File: config.mk
export PLATFORM = sky130hd
export DESIGN_NAME = packed_sprite_pixel_expander
export DESIGN_NICKNAME = d
export VERILOG_FILES = /design/src/hdl/spe_pkg.sv /design/src/hdl/packed_sprite_pixel_expander.sv /design/src/hdl/spe_front.sv /design/src/hdl/spe_queue.sv /design/src/hdl/spe_back.sv
export SDC_FILE = /design/constraint.sdc
export NUM_CORES = 1
export LEC_CHECK = 0
export ABC_AREA = 0
export BUFFER_PORTS_ARGS = -buffer_cell sky130_fd_sc_hd__clkbuf_2
export CAP_MARGIN = 30
export CORE_MARGIN = 2
export CORE_UTILIZATION = 55
export DETAILED_ROUTE_END_ITERATION = 10
export PLACE_DENSITY = 0.82
export SLEW_MARGIN = 10
export SYNTH_ARGS = -nofsm -noshare
export SYNTH_HDL_FRONTEND = slang
export SYNTH_SLANG_ARGS = --single-unit
File: constraint.sdc
create_clock -name clk -period 9.78 [get_ports clk]
set_input_delay 0.489 -clock clk [delete_from_list [all_inputs] [get_ports clk]]
set_output_delay 0.489 -clock clk [all_outputs]
set_load 0.05 [all_outputs]
File: src/hdl/spe_pkg.sv
// ----------------------------------------------------------------------------
// spe_pkg
// Shared types and constants of the packed sprite pixel expander.
// ----------------------------------------------------------------------------
package spe_pkg;

    // Largest sprite side honored; larger register values are capped
    localparam int unsigned MAX_ICON_SIDE = 255;

    // Pixel formats
    localparam logic [1:0] FMT_TWO_BIT = 2'd2;
    localparam logic [1:0] FMT_NONE    = 2'd3;

    // Register indexes on the configuration port
    localparam logic [2:0] REG_ORIGIN_X     = 3'd0;
    localparam logic [2:0] REG_ORIGIN_Y     = 3'd1;
    localparam logic [2:0] REG_ICON_WIDTH   = 3'd2;
    localparam logic [2:0] REG_ICON_HEIGHT  = 3'd3;
    localparam logic [2:0] REG_PIXEL_FORMAT = 3'd4;

    // Configuration as seen by the front end
    typedef struct packed {
        logic [7:0] origin_x;
        logic [7:0] origin_y;
        logic [7:0] icon_width;
        logic [7:0] icon_height;
        logic [1:0] pixel_format;
    } spe_cfg_t;

    // One classified byte: which of up to eight slots emit, and where
    typedef struct packed {
        logic [7:0] mask;   // slot j emits a pixel
        logic [7:0] black;  // color of slot j
        logic [8:0] x_base; // screen column of slot 0
        logic [8:0] y;      // screen row
    } spe_desc_t;

endpackage

File: src/hdl/packed_sprite_pixel_expander.sv
// ----------------------------------------------------------------------------
// packed_sprite_pixel_expander
// Expands packed sprite bitmap bytes into placed black or white pixels.
// ----------------------------------------------------------------------------
// Usage:
//   Program origin, size and format over the APB port while the block is
//   idle, then stream the sprite's bytes in row order on the s_ channel.
//   Each byte yields up to eight pixels on the m_ channel: column and row
//   on screen plus color; tlast marks the final pixel placed by a byte.
//   Transparent pixels and pixels in the row padding are dropped, and a
//   byte that places nothing produces no item at all.
//   The first pixel of a byte passes the queue entry, the back end's slot
//   registers and the output register before it shows on m_tvalid.
//   Throughput: one pixel per cycle out of the single output register
//   while m_tready is high; a byte that places nothing only uses the input.
//   A two-entry descriptor queue lets the input keep going while pixels
//   drain; when m_tready is low the output holds and, once the queue
//   fills, s_tready drops.
//   Reset clears the counters, the queue and the output, and loads the
//   registers with origin 0, width 1, height 1, one bit per pixel.
// ----------------------------------------------------------------------------
module packed_sprite_pixel_expander
    import spe_pkg::*;
(
    input  logic        clk,
    input  logic        rst_n,
    // Configuration
    input  logic        psel,
    input  logic        penable,
    input  logic        pwrite,
    input  logic [4:0]  paddr,
    input  logic [31:0] pwdata,
    output logic [31:0] prdata,
    output logic        pready,
    // Bitmap bytes
    input  logic        s_tvalid,
    output logic        s_tready,
    input  logic [7:0]  s_tdata,   // [7:0] data_byte
    // Pixels
    output logic        m_tvalid,
    input  logic        m_tready,
    output logic [23:0] m_tdata,   // [8:0] pixel_x, [17:9] pixel_y, [18] pixel_black
    output logic        m_tlast    // last_of_byte
);

    spe_cfg_t   cfg_reg, cfg_next;
    logic       wr_en;
    logic [2:0] reg_idx;

    logic       q_full;
    logic       push;
    spe_desc_t  push_desc;
    logic       pop;
    logic       head_valid;
    spe_desc_t  head_desc;

    logic [8:0] px;
    logic [8:0] py;
    logic       pb;

    assign pready  = 1'b1;
    assign reg_idx = paddr[4:2];
    assign wr_en   = psel && penable && pwrite && pready;

    // Decode register writes
    always_comb
    begin
        cfg_next = cfg_reg;
        if (wr_en)
        begin
            case (reg_idx)
                REG_ORIGIN_X:     cfg_next.origin_x     = pwdata[7:0];
                REG_ORIGIN_Y:     cfg_next.origin_y     = pwdata[7:0];
                REG_ICON_WIDTH:   cfg_next.icon_width   = pwdata[7:0];
                REG_ICON_HEIGHT:  cfg_next.icon_height  = pwdata[7:0];
                REG_PIXEL_FORMAT: cfg_next.pixel_format = pwdata[1:0];
                default:          cfg_next = cfg_reg;
            endcase
        end
    end

    // Return register contents
    always_comb
    begin
        case (reg_idx)
            REG_ORIGIN_X:     prdata = {24'd0, cfg_reg.origin_x};
            REG_ORIGIN_Y:     prdata = {24'd0, cfg_reg.origin_y};
            REG_ICON_WIDTH:   prdata = {24'd0, cfg_reg.icon_width};
            REG_ICON_HEIGHT:  prdata = {24'd0, cfg_reg.icon_height};
            REG_PIXEL_FORMAT: prdata = {30'd0, cfg_reg.pixel_format};
            default:          prdata = '0;
        endcase
    end

    always_ff @(posedge clk or negedge rst_n)
    begin
        if (!rst_n)
        begin
            cfg_reg.origin_x     <= 8'd0;
            cfg_reg.origin_y     <= 8'd0;
            cfg_reg.icon_width   <= 8'd1;
            cfg_reg.icon_height  <= 8'd1;
            cfg_reg.pixel_format <= 2'd0;
        end
        else
        begin
            cfg_reg <= cfg_next;
        end
    end

    spe_front u_front (
        .clk       (clk),
        .rst_n     (rst_n),
        .cfg       (cfg_reg),
        .in_valid  (s_tvalid),
        .in_ready  (s_tready),
        .in_byte   (s_tdata),
        .q_full    (q_full),
        .push      (push),
        .push_desc (push_desc)
    );

    spe_queue u_queue (
        .clk        (clk),
        .rst_n      (rst_n),
        .push       (push),
        .push_desc  (push_desc),
        .full       (q_full),
        .pop        (pop),
        .head_valid (head_valid),
        .head_desc  (head_desc)
    );

    spe_back u_back (
        .clk        (clk),
        .rst_n      (rst_n),
        .head_valid (head_valid),
        .head_desc  (head_desc),
        .pop        (pop),
        .out_valid  (m_tvalid),
        .out_ready  (m_tready),
        .out_x      (px),
        .out_y      (py),
        .out_black  (pb),
        .out_last   (m_tlast)
    );

    assign m_tdata = {5'd0, pb, py, px};

endmodule

File: src/hdl/spe_front.sv
// ----------------------------------------------------------------------------
// spe_front
// Accepts bitmap bytes, tracks row and byte-in-row position, and turns
// each byte into a descriptor of the pixels it places.
// ----------------------------------------------------------------------------
module spe_front
    import spe_pkg::*;
(
    input  logic       clk,
    input  logic       rst_n,
    input  spe_cfg_t   cfg,
    input  logic       in_valid,
    output logic       in_ready,
    input  logic [7:0] in_byte,
    input  logic       q_full,
    output logic       push,
    output spe_desc_t  push_desc
);

    localparam logic [9:0] MAX_SIDE = 10'(MAX_ICON_SIDE);

    logic [7:0] row_count_reg, row_count_next;
    logic [5:0] byte_in_row_reg, byte_in_row_next;

    logic [7:0] w;
    logic [7:0] h;
    logic [5:0] bytes8;
    logic [6:0] bpr;
    logic       two_bit;
    logic       accept;
    logic       in_row;
    logic [8:0] base_col;
    logic [8:0] col;
    logic [7:0] mask;
    logic [7:0] black;

    assign in_ready = !q_full;
    assign accept   = in_valid && in_ready;

    // Cap sizes and derive bytes per row
    always_comb
    begin
        w = ({2'b00, cfg.icon_width} > MAX_SIDE) ? MAX_SIDE[7:0] : cfg.icon_width;
        h = ({2'b00, cfg.icon_height} > MAX_SIDE) ? MAX_SIDE[7:0] : cfg.icon_height;
        two_bit = (cfg.pixel_format == FMT_TWO_BIT);
        bytes8  = 6'((9'({1'b0, w}) + 9'd7) >> 3);
        bpr     = two_bit ? {bytes8, 1'b0} : {1'b0, bytes8};
        in_row  = ({1'b0, byte_in_row_reg} < bpr);
        base_col = two_bit ? {1'b0, byte_in_row_reg, 2'b00}
                           : {byte_in_row_reg, 3'b000};
    end

    // Classify the slots of the byte
    always_comb
    begin
        mask  = '0;
        black = '0;
        col   = '0;
        for (int j = 0; j < 8; j++)
        begin
            col = base_col + 9'(j);
            if (two_bit)
            begin
                if (j < 4)
                begin
                    mask[j]  = !in_byte[7 - 2 * j] && (col < {1'b0, w});
                    black[j] = in_byte[6 - 2 * j];
                end
            end
            else
            begin
                mask[j]  = (col < {1'b0, w});
                black[j] = in_byte[7 - j];
            end
        end
        if (!in_row)
        begin
            mask = '0;
        end
    end

    // Build the descriptor
    always_comb
    begin
        push_desc.mask   = mask;
        push_desc.black  = black;
        push_desc.x_base = {1'b0, cfg.origin_x} + base_col;
        push_desc.y      = {1'b0, cfg.origin_y} + {1'b0, row_count_reg};
        push = accept && (cfg.pixel_format != FMT_NONE)
               && (row_count_reg < h) && (mask != '0);
    end

    // Advance the position counters
    always_comb
    begin
        row_count_next   = row_count_reg;
        byte_in_row_next = byte_in_row_reg;
        if (accept && (cfg.pixel_format != FMT_NONE))
        begin
            if (row_count_reg >= h)
            begin
                row_count_next   = '0;
                byte_in_row_next = '0;
            end
            else if ((7'({1'b0, byte_in_row_reg}) + 7'd1) >= bpr)
            begin
                byte_in_row_next = '0;
                if ((9'({1'b0, row_count_reg}) + 9'd1) >= {1'b0, h})
                begin
                    row_count_next = '0;
                end
                else
                begin
                    row_count_next = row_count_reg + 8'd1;
                end
            end
            else
            begin
                byte_in_row_next = byte_in_row_reg + 6'd1;
            end
        end
    end

    always_ff @(posedge clk or negedge rst_n)
    begin
        if (!rst_n)
        begin
            row_count_reg   <= '0;
            byte_in_row_reg <= '0;
        end
        else
        begin
            row_count_reg   <= row_count_next;
            byte_in_row_reg <= byte_in_row_next;
        end
    end

endmodule

File: src/hdl/spe_queue.sv
// ----------------------------------------------------------------------------
// spe_queue
// Two-entry descriptor queue between the front and back ends.
// ----------------------------------------------------------------------------
module spe_queue
    import spe_pkg::*;
(
    input  logic      clk,
    input  logic      rst_n,
    input  logic      push,
    input  spe_desc_t push_desc,
    output logic      full,
    input  logic      pop,
    output logic      head_valid,
    output spe_desc_t head_desc
);

    spe_desc_t  entry_reg [2];
    logic       wr_ptr_reg, wr_ptr_next;
    logic       rd_ptr_reg, rd_ptr_next;
    logic [1:0] count_reg, count_next;

    assign full       = (count_reg == 2'd2);
    assign head_valid = (count_reg != 2'd0);
    assign head_desc  = entry_reg[rd_ptr_reg];

    // Move pointers and count
    always_comb
    begin
        wr_ptr_next = push ? !wr_ptr_reg : wr_ptr_reg;
        rd_ptr_next = pop  ? !rd_ptr_reg : rd_ptr_reg;
        count_next  = count_reg + {1'b0, push} - {1'b0, pop};
    end

    always_ff @(posedge clk or negedge rst_n)
    begin
        if (!rst_n)
        begin
            wr_ptr_reg <= 1'b0;
            rd_ptr_reg <= 1'b0;
            count_reg  <= '0;
        end
        else
        begin
            wr_ptr_reg <= wr_ptr_next;
            rd_ptr_reg <= rd_ptr_next;
            count_reg  <= count_next;
        end
    end

    // Store the pushed item
    always_ff @(posedge clk)
    begin
        if (push)
        begin
            entry_reg[wr_ptr_reg] <= push_desc;
        end
    end

endmodule

File: src/hdl/spe_back.sv
// ----------------------------------------------------------------------------
// spe_back
// Walks the slots of one descriptor at a time and emits one pixel per
// cycle while out_ready is high, through a registered output stage.
// ----------------------------------------------------------------------------
module spe_back
    import spe_pkg::*;
(
    input  logic      clk,
    input  logic      rst_n,
    input  logic      head_valid,
    input  spe_desc_t head_desc,
    output logic      pop,
    output logic      out_valid,
    input  logic      out_ready,
    output logic [8:0] out_x,
    output logic [8:0] out_y,
    output logic      out_black,
    output logic      out_last
);

    logic [7:0] mask_reg, mask_next;
    logic [7:0] black_reg, black_next;
    logic [8:0] x_base_reg, x_base_next;
    logic [8:0] y_reg, y_next;

    logic       valid_reg, valid_next;
    logic [8:0] x_reg, x_next;
    logic [8:0] oy_reg, oy_next;
    logic       ob_reg, ob_next;
    logic       last_reg, last_next;

    logic       load_out;
    logic       emit;
    logic [2:0] sel;
    logic [7:0] rest;

    assign out_valid = valid_reg;
    assign out_x     = x_reg;
    assign out_y     = oy_reg;
    assign out_black = ob_reg;
    assign out_last  = last_reg;

    // Pick the lowest pending slot
    always_comb
    begin
        sel = '0;
        for (int j = 7; j >= 0; j--)
        begin
            if (mask_reg[j])
            begin
                sel = 3'(j);
            end
        end
    end

    // Emit a pixel and refill from the queue
    always_comb
    begin
        load_out = !valid_reg || out_ready;
        emit     = load_out && (mask_reg != '0);
        rest     = mask_reg & ~(8'd1 << sel);

        x_next     = x_reg;
        oy_next    = oy_reg;
        ob_next    = ob_reg;
        last_next  = last_reg;
        valid_next = valid_reg && !out_ready;
        mask_next  = mask_reg;
        black_next = black_reg;
        x_base_next = x_base_reg;
        y_next     = y_reg;

        if (emit)
        begin
            x_next     = x_base_reg + {6'd0, sel};
            oy_next    = y_reg;
            ob_next    = black_reg[sel];
            last_next  = (rest == '0);
            valid_next = 1'b1;
            mask_next  = rest;
        end

        pop = head_valid && (mask_next == '0);
        if (pop)
        begin
            mask_next   = head_desc.mask;
            black_next  = head_desc.black;
            x_base_next = head_desc.x_base;
            y_next      = head_desc.y;
        end
    end

    always_ff @(posedge clk or negedge rst_n)
    begin
        if (!rst_n)
        begin
            valid_reg <= 1'b0;
            mask_reg  <= '0;
        end
        else
        begin
            valid_reg <= valid_next;
            mask_reg  <= mask_next;
        end
    end

    // Hold payload
    always_ff @(posedge clk)
    begin
        black_reg  <= black_next;
        x_base_reg <= x_base_next;
        y_reg      <= y_next;
        x_reg      <= x_next;
        oy_reg     <= oy_next;
        ob_reg     <= ob_next;
        last_reg   <= last_next;
    end

endmodule
Yosys cells after proc, flatten, opt, wreduce, memory -nomap -nowiden
Memory sizes are Yosys's and may differ from the RTL's. Cells that the tools add are included.

Register bits after elaboration: 107. Memory bits (writable): 68. Input bits: 52. Memories kept: 1.

$add $sub $neg: 17. Magnitude comparators: 14. Equality and inequality tests: 7. Shift operators: 1. Mux-type cells: 40. Bitwise gates (word level): 2. Reduce and logical (&&, ||, !) cells: 36.

Memory list: u_queue.entry_reg (depth 2, width 34, read ports 1, clocked after memory_dff 0, write ports 1, RTL line spe_queue.sv:18) `spe_desc_t entry_reg [2];`.

Operators with widths (number): $lt 9x8->1 (8); $mux 8 (6); $pmux 8 s5 (1); $add 9x3->9 const B (4); $mux 3 (8); $mux 1 (20); $add 9x2->9 const B (2); $logic_not 8->1 (2); $reduce_bool 8->1 (2); $logic_and 1x1->1 (13); $mux 6 (2); $reduce_and 2->1 (6); $add 8x1->9 const B (1); $add 8x3->9 const B (1); $add 8x8->9 (1); $add 8x9->9 (1); $add 9x1->9 const B (1); $add 9x3->9 (1); $ge 9x8->1 (1); $logic_not 1->1 (9); $mux 9 (1); $add 8x1->8 const B (1); $and 8x8->8 (1); $ge 8x8->1 (1); 20 further kinds (23).

Longest topological paths before layout
Word-level depth: 15. Gate-level depth with buffers: 20. Depth with buffers taken out: 17.

Cells and area by module
Synthesis repeated with hierarchy kept, for this count alone.

Cells, all modules: 822. Area, all modules: 9935.8 um^2.

By module, submodules not included: spe_front (times used 1, cells an instance 385, area each 2894.0 um^2, sequential area each 350.3 um^2); spe_queue (times used 1, cells an instance 121, area each 2803.9 um^2, sequential area each 2142.1 um^2); spe_back (times used 1, cells an instance 176, area each 2359.8 um^2, sequential area each 1606.5 um^2); packed_sprite_pixel_expander (times used 1, cells an instance 140, area each 1878.1 um^2, sequential area each 853.3 um^2).

Worst setup path before layout
No wires, ideal clock.

Path kind: register to register. Start point: register cfg_reg[1] (netlist bit). End point: memory u_queue.entry_reg[0][0] (netlist bit) (enable). Data arrival time: 5.062 ns. Required time: 9.343 ns. Setup slack: 4.281 ns. Stages on the path, launching flop included: 16. Clock period less this slack: 5.499 ns. Cell sequence: dfrtp_1 > nor2b_1 > clkbuf_1 > buf_1 > clkbuf_1 > o21ai_0 > ha_1 > nand3_1 > xor2_1 > o21ai_0 > ha_1 > a21o_1 > a211o_1 > nor3_1 > o311ai_0 > a21oi_1.

Longest elaborated chain between the ends: 11. Elaborated cells on any way between the ends: 39. Classes of those cells: add/sub: 7; order compare: 9; eq/ne: 2; mux: 13; reduce/logical: 8.

RTL lines: start: declaration (RTL line packed_sprite_pixel_expander.sv:46) `spe_cfg_t cfg_reg, cfg_next;`; start signal: assignment (RTL line packed_sprite_pixel_expander.sv:107) `cfg_reg <= cfg_next;`; $eq 2x2->1 (RTL line spe_front.sv:45) `two_bit = (cfg.pixel_format == FMT_TWO_BIT);`; $mux 9 (RTL line spe_front.sv:49) `base_col = two_bit ? {1'b0, byte_in_row_reg, 2'b00}`; $add 9x1->9 / $add 9x2->9 (equally long branches) (RTL line spe_front.sv:61) `col = base_col + 9'(j);`; $lt 9x8->1 (RTL line spe_front.sv:66, spe_front.sv:72); $logic_and 1x1->1 (RTL line spe_front.sv:66) `mask[j] = !in_byte[7 - 2 * j] && (col < {1'b0, w});`; $mux 1 (RTL line spe_front.sv:62) `if (two_bit)`; $mux 8 (RTL line spe_front.sv:76) `if (!in_row)`; $reduce_bool 8->1 (RTL line spe_front.sv:90) `&& (row_count_reg < h) && (mask != '0);`; $logic_and 1x1->1 (*) (RTL line spe_front.sv:90); $mux 1 (*) (RTL line spe_queue.sv:54) `if (push)`; $mux 1 (implied by the code) (*) (RTL line spe_queue.sv:56) `entry_reg[wr_ptr_reg] <= push_desc;`; end: declaration (RTL line spe_queue.sv:18).

Every way passes the cells marked *; elsewhere a longest branch is shown, timed or not.

Final worst setup path
Start point: register cfg_reg[1] (netlist bit). End point: memory u_queue.entry_reg[1][6] (netlist bit) (enable).

Same word-level chain as after synthesis.

==> results.py <==
metrics = {
    "run_status": {
        "outcome": "finished clean",
    },
    "grt": {
        "grt_pass1_vias": 6162,
        "grt_util_all_layers": 0.2204,
        "antenna_found_initial": 0,
        "grt_max_degree": 62,
        "gr-total-overflow": 0,
        "grt_pass1_wl_um": 31190,
    },
    "cells_and_area": {
        "fin_nets": 974,
        "layout_commonest_cell": "edfxtp_1",
        "largest_register_ffs": 68,
        "final_cell_mix": "edfxtp_1 (114), nand2_1 (80), ha_1 (65), dfrtp_1 (59)",
        "seq_area_um2": 4952,
        "multiInputGateArea_um2": 4124,
        "final_cells": 1087,
        "fillers": 1267,
        "drive_gt1_frac": 0.1949,
        "diodes": 0,
        "area_growth_syn_to_layout_pct": 10.21,
    },
    "yosys": {
        "yosys_warnings": 0,
        "netlist_area_um2": 9444,
        "synthMuxAreaShare": 0.09261,
        "synth-edff-count": 114,
        "synth-async-reset-ratio": 0.3486,
        "synth_cell_types": 66,
        "synth_fa_ha_area_frac": 0.09247,
        "syn_inst": 797,
        "synth_compound_area_frac": 0.09910,
        "synthFlopType": "edfxtp_1",
        "ys_ff_latch": 175,
        "synth_area_leader_cell": "edfxtp_1",
        "synthXorXnorAreaFrac": 0.03431,
        "synth_top_area_frac": 0.3625,
        "postSynthAreaPerCell_um2": 11.85,
        "synth_top_family_by_area": "simple AND/OR/NAND/NOR gates",
        "yosys-top-cells-area": "edfxtp_1 (36%), dfrtp_1 (16%), ha_1 (8.6%)",
        "ys_seq_area_frac": 0.5244,
        "yosys.area_share.simple": 0.1048,
    },
    "routing": {
        "ant_nets": 0,
        "avgRoutedWirePerCell_um": 17.19,
        "wirelength_um": 18690,
        "drtIter0Drc": 453,
        "drc_errors": 0,
        "vias": 6241,
        "dr.pass1.iters": 5,
        "routed_via_density": 5.741,
    },
    "run": {
        "drv_cap": 0,
    },
    "worst_setup_path": {
        "reg2reg_from": "cfg_reg[1]",
        "reg2reg_to": "u_queue.entry_reg[1][6]",
        "regToRegSetupSlack_ps": 4920,
        "startpoint_type": "register",
        "critPathMaxFanout": 32,
        "r2r_cells": 15,
        "critical_path.endpoint_type": "register",
        "path_class": "reg2reg",
        "required_ps": 9860,
        "crit_arrival_ps": 4930,
    },
    "power_and_ir_drop": {
        "power_density_nw_per_um2": 297.3,
        "ir_drop_v": 0.0001664,
        "finalPower_w": 0.003094,
        "leakage_nw": 4.473,
    },
    "timing": {
        "finalHoldViolations": 0,
        "skew_ps": 11.09,
        "finalHoldWorstSlack_ps": 233.7,
        "max_slew.worst_pin.slew_ps": 981.1,
        "finalMaxSlewViolations": 0,
        "tns_ps": 0,
        "setup_ws_ps": 4922,
        "finalSetupViolCount": 0,
        "relSlewSlack": 0.3459,
        "post-route-period-util": 0.4968,
        "post-route-min-period_ps": 4858,
        "fmax_mhz": 205.8,
        "rsz0062_at_grt": "no",
    },
    "floorplan": {
        "ioPinCount": 112,
        "rows": 47,
        "die_w_um": 135.0,
        "initial_core_util": 0.5655,
        "die_h_um": 135.0,
        "core_um2": 16700,
        "dieArea_um2": 18240,
    },
    "clock_network": {
        "cts_tree": "yes",
        "cts_max_level": 4,
        "cts_buffer_depth": 2,
        "cts_buffers": 17,
        "post_cts_buffers": 0,
        "clock_sinks": 175,
        "root_buffer": "clkbuf_16",
        "post_cts_resized": 0,
        "clkTransAtPathRegs_ps": 60,
        "insertion_delay_ps": 430,
        "postCtsHoldBufs": 0,
    },
    "placement": {
        "placed_cells": 1053,
        "place_ws_ps": 4968,
        "dp_hpwl_um": 13350,
        "gp_congestion": 0.8877,
        "io_buffer_count": 55,
    },
    "worst_hold_path": {
        "hp-class": "in2async",
    },
}
[worst max-delay path, stage by stage, from the launching register on]
cell and delay [ps]:
dfrtp_1 410, nor2b_1 150, buf_4 230, o21ai_0 540, ha_1 370, nand3_1 140
xor2_1 170, o21ai_0 170, ha_1 270, a21o_1 180, a211o_1 320, nor3_1 290
o311ai_0 370, nand2_1 230, and2_1 210, buf_4 420
[cells by family (layout without fill, tap and decap cells)]
family          count (synthesis)  after routing
flops                         175            175
fa+ha+maj                      68             68
xor+xnor                       37             37
mux                            73             73
simple gates                  205            205
other cells                     2             30
buf+inv                        92            134
compound gates                145            145
[how the worst max path moves through the flow]
| stage | startpoint | to | cells after the start |
|---|---|---|---|
| 3_5_place_dp | cfg_reg[1] | u_queue.entry_reg[1][6] | 15 |
| 4_1_cts | cfg_reg[1] | u_queue.entry_reg[1][6] | 15 |
| 6_report | cfg_reg[1] | u_queue.entry_reg[1][6] | 15 |
| 2_1_floorplan | cfg_reg[1] | u_queue.entry_reg[0][0] | 15 |
| 5_1_grt | cfg_reg[1] | u_queue.entry_reg[1][6] | 15 |
| 3_3_place_gp | cfg_reg[1] | u_queue.entry_reg[0][7] | 13 |
[synth_stat cells, types with 3 or more instances]
master    count
mux2_2       55
and2_1       16
inv_1        39
nand2_1      80
nor2_1       34
o21bai_1      3
edfxtp_1    114
o21a_1        7
ha_1         65
clkbuf_1     15
o211ai_1      4
or3_1         4
nand4_1       4
fa_1          3
a21oi_1      36
mux2i_1      12
a21o_1       13
nand3_1      19
xnor2_1      20
buf_4        31
mux4_2        6
a32o_1        3
nor3_1       13
buf_6         3
o21ai_0      34
nand2b_1      4
o22ai_1       4
dfrtp_1      59
o21ai_1       6
xor2_1       17
o31ai_1       4
or2_2         3
a31oi_1       5
a22o_1        4
nor4_1        3
nor2b_1       9
and3_1        5
[per-stage QoR]
| step | area, µm² | utilization |
|---|---|---|
| after floorplan | 9549 | - |
| after global placement | 9811 | 0.5874 |
| after detailed placement | 9838 | 0.5891 |
| after CTS | 10390 | 0.6219 |
| after global routing | 10410 | 0.6232 |
| final | 10410 | 0.6232 |
[area by class of cell]
| cell class | instances | share of cell area |
|---|---|---|
| timing repair buffer | 63 | 0.03486 |
| tap | 220 | 0.02645 |
| inverter | 39 | 0.01406 |
| sequential | 175 | 0.4758 |
| clock buffer | 20 | 0.04195 |
| multi-input combinational | 558 | 0.3962 |
| clock inverter | 12 | 0.01070 |
[power by group]
group | leakage, nW | internal [W] | switching, W
clock | 0.268 | 0.000352 | 0.000283
sequential | 1.83 | 0.00114 | 0.000133
combinational | 2.37 | 0.000435 | 0.000747
[routing by layer]
layer	global-route usage	wire length (µm)	vias to the layer above
met3	0.04354	994	23
met2	0.3598	9134	222
met4	0.07234	284	0
met1	0.2987	8274	3038
met5	0	0	-
li1	-	-	2958
(Power assumes the default switching activity.)
